### src/hw/rtl/frr_pkg.sv
// Shared types and constants for the frame fragment reassembler.
// Used by frr_front, frr_queue, frr_back and frame_fragment_reassembler_unit.
`default_nettype none

package frr_pkg;

   // Header layout, byte positions within a datagram
   localparam logic [15:0] HEADER_BYTES = 16'd20;
   localparam logic [15:0] TS_END       = 16'd8;
   localparam logic [15:0] LEN_END      = 16'd12;
   localparam logic [15:0] IDX_END      = 16'd16;
   localparam logic [15:0] HDR_LAST_POS = HEADER_BYTES - 16'd1;
   localparam logic [15:0] POS_MAX      = 16'hFFFF;

   localparam logic [15:0] PAYLOAD_BYTES_RESET = 16'd1480;

   // Offset/limit precompute is two stages deep
   localparam logic [1:0] FRESH_READY = 2'd2;

   // Queue between front and back; depth must be a power of two
   localparam int QUEUE_DEPTH = 4;
   localparam int QUEUE_IDX_W = 2;
   localparam int QUEUE_CNT_W = 3;

   typedef struct packed {
      logic        wr;
      logic        done;
      logic        drop;
      logic [7:0]  data;
      logic [15:0] offset;
      logic [31:0] base;
      logic [63:0] timestamp;
      logic [31:0] length;
   } frr_rec_type;

endpackage

`default_nettype wire

### src/hw/rtl/frr_queue.sv
// Small flop-based queue of classified records between front and back.
// Depends on frr_pkg for the record type and depth.
`default_nettype none

module frr_queue
   import frr_pkg::*;
(
   input  wire logic        clock,
   input  wire logic        reset,
   input  wire logic        push,
   input  wire frr_rec_type push_rec,
   output logic             full,
   input  wire logic        pop,
   output frr_rec_type      pop_rec,
   output logic             empty
);

   frr_rec_type entry_ff [QUEUE_DEPTH];
   logic [QUEUE_IDX_W-1:0] wr_ptr_ff, wr_ptr_in;
   logic [QUEUE_IDX_W-1:0] rd_ptr_ff, rd_ptr_in;
   logic [QUEUE_CNT_W-1:0] count_ff, count_in;
   logic do_push, do_pop;

   assign full  = (count_ff == QUEUE_CNT_W'(QUEUE_DEPTH));
   assign empty = (count_ff == '0);
   assign do_push = push && !full;
   assign do_pop  = pop && !empty;
   assign pop_rec = entry_ff[rd_ptr_ff];

   always_comb begin
      // pointers wrap on their own, depth is a power of two
      wr_ptr_in = do_push ? wr_ptr_ff + QUEUE_IDX_W'(1) : wr_ptr_ff;
      rd_ptr_in = do_pop  ? rd_ptr_ff + QUEUE_IDX_W'(1) : rd_ptr_ff;
      count_in  = count_ff;
      if (do_push && !do_pop) begin
         count_in = count_ff + QUEUE_CNT_W'(1);
      end else if (do_pop && !do_push) begin
         count_in = count_ff - QUEUE_CNT_W'(1);
      end
   end

   always_ff @(posedge clock) begin
      if (reset) begin
         wr_ptr_ff <= '0;
         rd_ptr_ff <= '0;
         count_ff  <= '0;
      end else begin
         wr_ptr_ff <= wr_ptr_in;
         rd_ptr_ff <= rd_ptr_in;
         count_ff  <= count_in;
      end
   end

   always_ff @(posedge clock) begin
      if (do_push) begin
         entry_ff[wr_ptr_ff] <= push_rec;
      end
   end

endmodule

`default_nettype wire

### src/hw/rtl/frr_front.sv
// Front end: header parse, fragment accept/drop, byte classification.
// Holds the payload_bytes register. Depends on frr_pkg.
`default_nettype none

module frr_front
   import frr_pkg::*;
(
   input  wire logic        clock,
   input  wire logic        reset,
   input  wire logic        csr_write_enable,
   input  wire logic [15:0] csr_write_data,
   input  wire logic        req_push,
   output logic             req_full,
   input  wire logic [7:0]  req_in_byte,
   input  wire logic        req_last_byte,
   input  wire logic        q_full,
   output logic             q_push,
   output frr_rec_type      q_rec
);

   logic [15:0] pb_ff;
   logic [15:0] pos_ff, pos_in;
   logic [63:0] hdr_ts_ff, hdr_ts_in;
   logic [31:0] hdr_len_ff, hdr_len_in;
   logic [31:0] hdr_idx_ff, hdr_idx_in;
   logic [31:0] hdr_tot_ff, hdr_tot_in;
   logic [63:0] cur_ts_ff, cur_ts_in;
   logic [31:0] fs_ff, fs_in;
   logic [31:0] base_ff, base_in;
   logic [15:0] limit_ff, limit_in;
   logic        acc_ff, acc_in;

   // precompute pipeline, free running
   logic [47:0] prod_ff;
   logic        stale_ff, newer_ff;
   logic [31:0] pend_base_ff, pend_base_in;
   logic [15:0] pend_limit_ff, pend_limit_in;
   logic [1:0]  fresh_ff, fresh_in;

   logic        accept, judge, hdr_byte, beyond, touch;
   logic [31:0] room, fs_next, fs_now, tot_now;
   logic [15:0] p;
   logic        acc_now, drop, done, wr;

   assign req_full = q_full || ((pos_ff == HDR_LAST_POS) && (fresh_ff != FRESH_READY));
   assign accept   = req_push && !req_full;
   assign hdr_byte = (pos_ff < HEADER_BYTES);
   assign judge    = accept && (pos_ff == HDR_LAST_POS);

   // stage 2 of the precompute: clip fragment to the frame
   always_comb begin
      beyond = (prod_ff[47:32] != '0) || (prod_ff[31:0] >= hdr_len_ff);
      room   = hdr_len_ff - prod_ff[31:0];
      if (beyond) begin
         pend_base_in  = '0;
         pend_limit_in = '0;
      end else begin
         pend_base_in  = prod_ff[31:0];
         if ((room[31:16] == '0) && (room[15:0] < pb_ff)) begin
            pend_limit_in = room[15:0];
         end else begin
            pend_limit_in = pb_ff;
         end
      end
   end

   // anything that feeds the precompute restarts its settle count
   assign touch = csr_write_enable ||
                  (accept && ((pos_ff < IDX_END) || (pos_ff == HDR_LAST_POS)));

   always_comb begin
      if (touch) begin
         fresh_in = '0;
      end else if (fresh_ff == FRESH_READY) begin
         fresh_in = fresh_ff;
      end else begin
         fresh_in = fresh_ff + 2'd1;
      end
   end

   always_comb begin
      fs_next = newer_ff ? 32'd1 : fs_ff + 32'd1;
      acc_now = (pos_ff == HDR_LAST_POS) ? !stale_ff : acc_ff;
      fs_now  = (pos_ff == HDR_LAST_POS) ? fs_next : fs_ff;
      tot_now = (pos_ff == HDR_LAST_POS) ? {hdr_tot_ff[23:0], req_in_byte} : hdr_tot_ff;
      drop    = req_last_byte && ((pos_ff < HDR_LAST_POS) || !acc_now);
      done    = req_last_byte && !drop && (fs_now == tot_now);
      p       = pos_ff - HEADER_BYTES;
      wr      = !hdr_byte && acc_ff && (pos_ff != POS_MAX) && (p < limit_ff);
   end

   always_comb begin
      pos_in     = pos_ff;
      hdr_ts_in  = hdr_ts_ff;
      hdr_len_in = hdr_len_ff;
      hdr_idx_in = hdr_idx_ff;
      hdr_tot_in = hdr_tot_ff;
      cur_ts_in  = cur_ts_ff;
      fs_in      = fs_ff;
      base_in    = base_ff;
      limit_in   = limit_ff;
      acc_in     = acc_ff;
      if (accept) begin
         if (hdr_byte) begin
            if (pos_ff < TS_END) begin
               hdr_ts_in = {hdr_ts_ff[55:0], req_in_byte};
            end else if (pos_ff < LEN_END) begin
               hdr_len_in = {hdr_len_ff[23:0], req_in_byte};
            end else if (pos_ff < IDX_END) begin
               hdr_idx_in = {hdr_idx_ff[23:0], req_in_byte};
            end else begin
               hdr_tot_in = {hdr_tot_ff[23:0], req_in_byte};
            end
         end
         if (judge) begin
            acc_in = !stale_ff;
            if (!stale_ff) begin
               fs_in     = fs_next;
               cur_ts_in = hdr_ts_ff;
               base_in   = pend_base_ff;
               limit_in  = pend_limit_ff;
            end
         end
         if (req_last_byte) begin
            pos_in = '0;
            acc_in = 1'b0;
         end else if (pos_ff != POS_MAX) begin
            pos_in = pos_ff + 16'd1;
         end
      end
   end

   always_ff @(posedge clock) begin
      if (reset) begin
         pb_ff      <= PAYLOAD_BYTES_RESET;
         pos_ff     <= '0;
         hdr_ts_ff  <= '0;
         hdr_len_ff <= '0;
         hdr_idx_ff <= '0;
         hdr_tot_ff <= '0;
         cur_ts_ff  <= '0;
         fs_ff      <= '0;
         base_ff    <= '0;
         limit_ff   <= '0;
         acc_ff     <= 1'b0;
         fresh_ff   <= '0;
      end else begin
         if (csr_write_enable) begin
            pb_ff <= csr_write_data;
         end
         pos_ff     <= pos_in;
         hdr_ts_ff  <= hdr_ts_in;
         hdr_len_ff <= hdr_len_in;
         hdr_idx_ff <= hdr_idx_in;
         hdr_tot_ff <= hdr_tot_in;
         cur_ts_ff  <= cur_ts_in;
         fs_ff      <= fs_in;
         base_ff    <= base_in;
         limit_ff   <= limit_in;
         acc_ff     <= acc_in;
         fresh_ff   <= fresh_in;
      end
   end

   always_ff @(posedge clock) begin
      prod_ff       <= {16'd0, hdr_idx_ff} * {32'd0, pb_ff};
      stale_ff      <= (hdr_ts_ff < cur_ts_ff);
      newer_ff      <= (hdr_ts_ff > cur_ts_ff);
      pend_base_ff  <= pend_base_in;
      pend_limit_ff <= pend_limit_in;
   end

   always_comb begin
      q_push          = accept;
      q_rec.wr        = wr;
      q_rec.done      = done;
      q_rec.drop      = drop;
      q_rec.data      = req_in_byte;
      q_rec.offset    = p;
      q_rec.base      = base_ff;
      q_rec.timestamp = hdr_ts_ff;
      q_rec.length    = hdr_len_ff;
   end

endmodule

`default_nettype wire

### src/hw/rtl/frr_back.sv
// Back end: forms the frame-store write address and holds the result register.
// Depends on frr_pkg for the record type.
`default_nettype none

module frr_back
   import frr_pkg::*;
(
   input  wire logic         clock,
   input  wire logic         reset,
   input  wire logic         q_empty,
   input  wire frr_rec_type  q_rec,
   output logic              q_pop,
   output logic              rsp_empty,
   input  wire logic         rsp_pop,
   output logic              rsp_write_valid,
   output logic [31:0]       rsp_write_address,
   output logic [7:0]        rsp_write_data,
   output logic              rsp_frame_done,
   output logic [63:0]       rsp_done_timestamp,
   output logic [31:0]       rsp_done_length,
   output logic              rsp_datagram_dropped
);

   logic        valid_ff, valid_in;
   logic        wv_ff, done_ff, drop_ff;
   logic [31:0] addr_ff, addr_in;
   logic [7:0]  data_ff;
   logic [63:0] ts_ff;
   logic [31:0] len_ff;

   // refill when the result register is free or being drained
   assign q_pop   = !q_empty && (!valid_ff || rsp_pop);
   assign addr_in = q_rec.base + {16'd0, q_rec.offset};

   always_comb begin
      valid_in = valid_ff;
      if (q_pop) begin
         valid_in = 1'b1;
      end else if (rsp_pop) begin
         valid_in = 1'b0;
      end
   end

   always_ff @(posedge clock) begin
      if (reset) begin
         valid_ff <= 1'b0;
      end else begin
         valid_ff <= valid_in;
      end
   end

   always_ff @(posedge clock) begin
      if (q_pop) begin
         wv_ff   <= q_rec.wr;
         addr_ff <= q_rec.wr ? addr_in : '0;
         data_ff <= q_rec.wr ? q_rec.data : '0;
         done_ff <= q_rec.done;
         ts_ff   <= q_rec.done ? q_rec.timestamp : '0;
         len_ff  <= q_rec.done ? q_rec.length : '0;
         drop_ff <= q_rec.drop;
      end
   end

   assign rsp_empty            = !valid_ff;
   assign rsp_write_valid      = wv_ff;
   assign rsp_write_address    = addr_ff;
   assign rsp_write_data       = data_ff;
   assign rsp_frame_done       = done_ff;
   assign rsp_done_timestamp   = ts_ff;
   assign rsp_done_length      = len_ff;
   assign rsp_datagram_dropped = drop_ff;

endmodule

`default_nettype wire

### src/hw/rtl/frame_fragment_reassembler_unit.sv
// Top level of the frame fragment reassembler.
// Instantiates frr_front, frr_queue and frr_back; depends on frr_pkg.
`default_nettype none

// Takes received datagrams one byte per clock (req_last_byte marks the final
// byte), parses the 20-byte big-endian header and produces one result per
// byte: a frame-store write, a frame-done flag or a drop flag. Sustained rate
// is one byte per clock while req_full is low. The header decision at the
// 20th byte uses a two-stage precompute (fragment index times payload_bytes,
// then clipping to the frame length); a write to payload_bytes inside a
// datagram's header can hold req_full high at that byte. Results go through
// the queue and the result register to the rsp_ ports; the four-entry queue
// and the result register absorb stalls on the rsp_ side before req_full rises.
module frame_fragment_reassembler_unit
   import frr_pkg::*;
(
   input  wire logic        clock,
   input  wire logic        reset,
   input  wire logic        csr_write_enable,
   input  wire logic [15:0] csr_write_data,
   input  wire logic        req_push,
   output logic             req_full,
   input  wire logic [7:0]  req_in_byte,
   input  wire logic        req_last_byte,
   output logic             rsp_empty,
   input  wire logic        rsp_pop,
   output logic             rsp_write_valid,
   output logic [31:0]      rsp_write_address,
   output logic [7:0]       rsp_write_data,
   output logic             rsp_frame_done,
   output logic [63:0]      rsp_done_timestamp,
   output logic [31:0]      rsp_done_length,
   output logic             rsp_datagram_dropped
);

   logic        q_full, q_push, q_empty, q_pop;
   frr_rec_type push_rec, pop_rec;

   frr_front u_front (
      .clock            (clock),
      .reset            (reset),
      .csr_write_enable (csr_write_enable),
      .csr_write_data   (csr_write_data),
      .req_push         (req_push),
      .req_full         (req_full),
      .req_in_byte      (req_in_byte),
      .req_last_byte    (req_last_byte),
      .q_full           (q_full),
      .q_push           (q_push),
      .q_rec            (push_rec)
   );

   frr_queue u_queue (
      .clock    (clock),
      .reset    (reset),
      .push     (q_push),
      .push_rec (push_rec),
      .full     (q_full),
      .pop      (q_pop),
      .pop_rec  (pop_rec),
      .empty    (q_empty)
   );

   frr_back u_back (
      .clock                (clock),
      .reset                (reset),
      .q_empty              (q_empty),
      .q_rec                (pop_rec),
      .q_pop                (q_pop),
      .rsp_empty            (rsp_empty),
      .rsp_pop              (rsp_pop),
      .rsp_write_valid      (rsp_write_valid),
      .rsp_write_address    (rsp_write_address),
      .rsp_write_data       (rsp_write_data),
      .rsp_frame_done       (rsp_frame_done),
      .rsp_done_timestamp   (rsp_done_timestamp),
      .rsp_done_length      (rsp_done_length),
      .rsp_datagram_dropped (rsp_datagram_dropped)
   );

endmodule

`default_nettype wire

### config.mk
export PLATFORM = sky130hd
export DESIGN_NAME = frame_fragment_reassembler_unit
export DESIGN_NICKNAME = d
export VERILOG_FILES = /design/src/hw/rtl/frr_pkg.sv /design/src/hw/rtl/frr_queue.sv /design/src/hw/rtl/frr_front.sv /design/src/hw/rtl/frr_back.sv /design/src/hw/rtl/frame_fragment_reassembler_unit.sv
export SDC_FILE = /design/constraint.sdc
export NUM_CORES = 2
export LEC_CHECK = 0
export BUFFER_PORTS_ARGS = -buffer_cell sky130_fd_sc_hd__buf_2
export CAP_MARGIN = 15
export CORE_MARGIN = 1
export CORE_UTILIZATION = 30
export DETAILED_ROUTE_END_ITERATION = 6
export GPL_TIMING_DRIVEN = 0
export PLACE_DENSITY = 0.49
export SETUP_SLACK_MARGIN = 0.4
export SLEW_MARGIN = 5
export SYNTH_ARGS = -nofsm -noshare
export SYNTH_HDL_FRONTEND = slang
export SYNTH_SLANG_ARGS = --single-unit
### constraint.sdc
create_clock -name clock -period 11.1 [get_ports clock]
set_input_delay 0.555 -clock clock [delete_from_list [all_inputs] [get_ports clock]]
set_output_delay 0.555 -clock clock [all_outputs]
set_load 0.02 [all_outputs]
==> results.json <==
{
  "cts.repair_timing.setup_buffer_count": 0,
  "worst_ep_arrival_time_ns": 9.42,
  "maxSlewHeadroom_pct": 8.65,
  "leakagePower_nw": 28.5,
  "syn_nets": 6615,
  "report.final.slew_viol_count": 0,
  "critPathMaxFanout": 10,
  "synth.yosys.warnings": 0,
  "grt_use_total_pct": 17.9,
  "post_synth_inst_count": 5892,
  "preCtsSetupSlack_ns": 2.44,
  "cp-endpoint": "u_front.prod_ff[40]",
  "core.rowCount": 171,
  "final_min_period_over_clock_period_pct": 78.7,
  "setup-tns-final_ns": 0,
  "grt_overflow": 0,
  "cts_tree": "yes",
  "hold_viol_final": 0,
  "drv.max_cap_violation_count": 0,
  "wl_um": 200000,
  "vdd.ir_drop.worst_mv": 0.156,
  "num_io_pins": 171,
  "first_pass_iters": 5,
  "vias_per_cell": 4.84,
  "setup-violations-final": 0,
  "reg2reg_from": "u_front.pb_ff[2]",
  "routabilityCongestion": 0.909,
  "timing.setup.critical_path_class": "flip-flop to flip-flop",
  "port_buffers": 170,
  "cell_type_contributing_the_most_total_cell_area_after_synthesis": "edfxtp_1",
  "synthArstFlopShare_pct": 0,
  "final_critical_path_setup_slack_ns": 2.36,
  "die_height_um": 471,
  "clock_tree_sinks": 1206,
  "final.hold.worst_slack_ns": 0.0658,
  "clk_pin_slew_ns": 0.06,
  "grt_start_max_net_pins": 51,
  "max_slew.worst_pin.slew_ns": 1.34,
  "mappedNetlistArea_mm2": 0.0659,
  "detail-route-antenna-nets": 0,
  "area_overhead_of_the_layout_relative_to_synthesis_pct": 14.7,
  "post_synth.cell_area_avg_um2": 11.2,
  "startpoint_type": "flip-flop",
  "drc": 0,
  "wire_per_inst_um": 21.7,
  "drive_gt1_share_pct": 9.46,
  "endpoint_kind": "flip-flop",
  "status": "finished clean",
  "reg2reg_depth": 23,
  "r2r-end": "u_front.prod_ff[40]",
  "cts-buffers-inserted": 139,
  "synth-seq-cells": 1206,
  "min-delay-path-class": "input pin to flip-flop",
  "floorplan.core_area_mm2": 0.218,
  "yosysTopAreaCellShare_pct": 34.6,
  "synth_enable_flop_cells": 759,
  "grt_pass1_vias": 44900,
  "synth_flop_type": "edfxtp_1",
  "synth_sequential_area_ratio_pct": 48.1,
  "clock-root-buffer": "clkbuf_16",
  "top_achievable_clock_speed_mhz": 114,
  "fillerInstances": 21900,
  "half_perimeter_wire_length_of_the_detailed_placement_result_um": 148000,
  "final_net_count": 6965,
  "rsz0062_at_grt": "no",
  "maximum_clock_insertion_buffer_count": 3,
  "dr_iter_0_viols": 3289,
  "synth.area.top_cells": "edfxtp_1 35%, dfxtp_1 14%, fa_1 13%, nand2_1 5.6%, mux4_2 5.2%",
  "insertion_delay_ns": 0.83,
  "worst_clock_skew_ns": 0.0879,
  "ff2ff_setup_slack_ns": 2.36,
  "grt_antenna_before_repair": 24,
  "min_cycle_time_layout_ns": 8.74,
  "initial_utilization_pct": 30.3,
  "p_per_area_mw_per_mm2": 171,
  "cp_data_required_time_ns": 11.78,
  "postCtsResizedCells": 0,
  "global_route_wire_length_before_repair_um": 296000,
  "num_vias": 44600,
  "die-area_mm2": 0.222,
  "synth.distinct_cells": 85,
  "dieWidth_um": 471,
  "beginning_of_the_critical_path": "u_front.pb_ff[2]",
  "htree_num_levels": 4
}
-- logic make-up after synthesis --
kind of cell,count (synthesis),synth area share [%]
adder cells (fa/ha/maj),693,17.9
AND/OR/NAND/NOR,1865,13.2
AO/OA/AOI/OAI,804,7.06
buffers and inverters,962,5.55
XOR/XNOR,188,2.54
flip-flops,1206,48.1
multiplexers,174,5.55
-- how the worst min path moves through the flow --
stage	start	endpoint	cells after the start
after global routing	csr_write_data[15]	u_front.pb_ff[15]	3
after detailed placement	u_front.pend_base_ff[1]	u_front.base_ff[1]	2
after CTS	csr_write_data[15]	u_front.pb_ff[15]	3
after global placement	u_front.pend_base_ff[1]	u_front.base_ff[1]	2
after floorplan	u_front.prod_ff[0]	u_front.pend_base_ff[0]	2
final	csr_write_data[15]	u_front.pb_ff[15]	3
-- through the flow --
| stage | utilization (%) | total power [mW] | std cells | instance area (um^2) |
|---|---|---|---|---|
| final | 34.7 | 12.9 | 9217 | 75600 |
| after global routing | 34.7 | 13.5 | 9210 | 75600 |
| after CTS | 34.7 | 13.2 | 9209 | 75600 |
| after detailed placement | 32.6 | 8.62 | 8942 | 71000 |
| after global placement | 32.3 | 8.74 | 8916 | 70400 |
| after floorplan | - | 7.52 | 5892 | 65900 |
-- registers in the layout (all words and copies together) (netlist names), 48 cells and up, named ones only --
name and cells:
u_back.rsp_done_timestamp 64, u_front.prod_ff 48, u_front.hdr_ts_ff 64, u_front.cur_ts_ff 64, u_queue.entry_ff 620
-- power breakdown --
part | internal, mW | leakage, nW | switching (mW) | total, mW
Sequential | 5.41 | 10.7 | 0.160 | 5.57
Clock | 2.54 | 2.17 | 1.97 | 4.51
Combinational | 1.03 | 15.6 | 1.84 | 2.87
-- metal layers --
layer  GRT usage [%]  vias to the layer above  part of all wire, %
li1                -                    20600                    -
met1            23.1                    22600                   43
met2            30.8                     1120                   49
met3            2.66                      294                  5.2
met4            5.36                        6                  2.9
met5               0                        -                0.017
-- synthesized netlist by cell type, drive strengths merged (4+ instances only) --
library cell  number
o32a               4
or3               28
o21ai            127
nand2b            25
o31ai             17
mux2i             18
ha               272
o31a               5
nand2            979
o211ai            11
xnor2            104
a21o              70
nor3b              9
nand4             73
o21bai            16
nor4b              4
or2                5
fa               421
o2111ai            4
dfxtp            447
clkbuf           280
a31oi             15
xor2              82
nor2             222
nor3              50
a21oi            457
nand3             43
a211oi            14
o21a              13
or4                4
nand3b            12
nor2b            124
a221oi             4
and4              13
o221ai             4
inv              636
mux4             153
a2111oi            7
edfxtp           759
and3              17
nor4              25
buf               45
a211o              5
and2             226
-- final cells by class --
class	count	area, um^2	share of cell area (%)
inverters	637	2390	3.16
well taps	2854	3570	4.72
multi-input cells	3724	30600	40.4
flip-flops and latches	1206	31700	42.0
clock inverters	61	658	0.870
plain buffers	325	1270	1.68
repair buffers	209	1540	2.04
diodes	7	17.5	0.0232
clock buffers	194	3850	5.09
-- cells in the final DEF, fill, tap and decap left out, types with 221 or more instances in the layout --
master and count:
and2_1 221, clkbuf_1 318, a21oi_1 456, inv_1 636, nand2_1 979, edfxtp_1 759, fa_1 421, dfxtp_1 447
ha_1 272, nor2_1 221
-- critical path: stages (launching register included) --
cell,delay [ns]
dfxtp_1,0.30
clkbuf_1,0.75
clkbuf_1,0.69
nand2_1,0.18
fa_1,0.54
fa_1,0.56
fa_1,0.53
inv_1,0.05
fa_1,0.41
fa_1,0.55
inv_1,0.05
fa_1,0.53
inv_1,0.08
ha_1,0.40
a21oi_1,0.30
o21ai_0,0.13
a21o_1,0.19
a21oi_1,0.15
o21ai_0,0.17
a2111oi_0,0.67
nor2_1,0.26
a221oi_1,0.62
o21ai_0,0.22
xnor2_1,0.23
-- what timing repair did --
action,in CTS,in global routing
setup endpoints to repair,0,0
endpoints found under the hold margin,12,0
hold buffers,12,0
(Power assumes the default switching activity.)
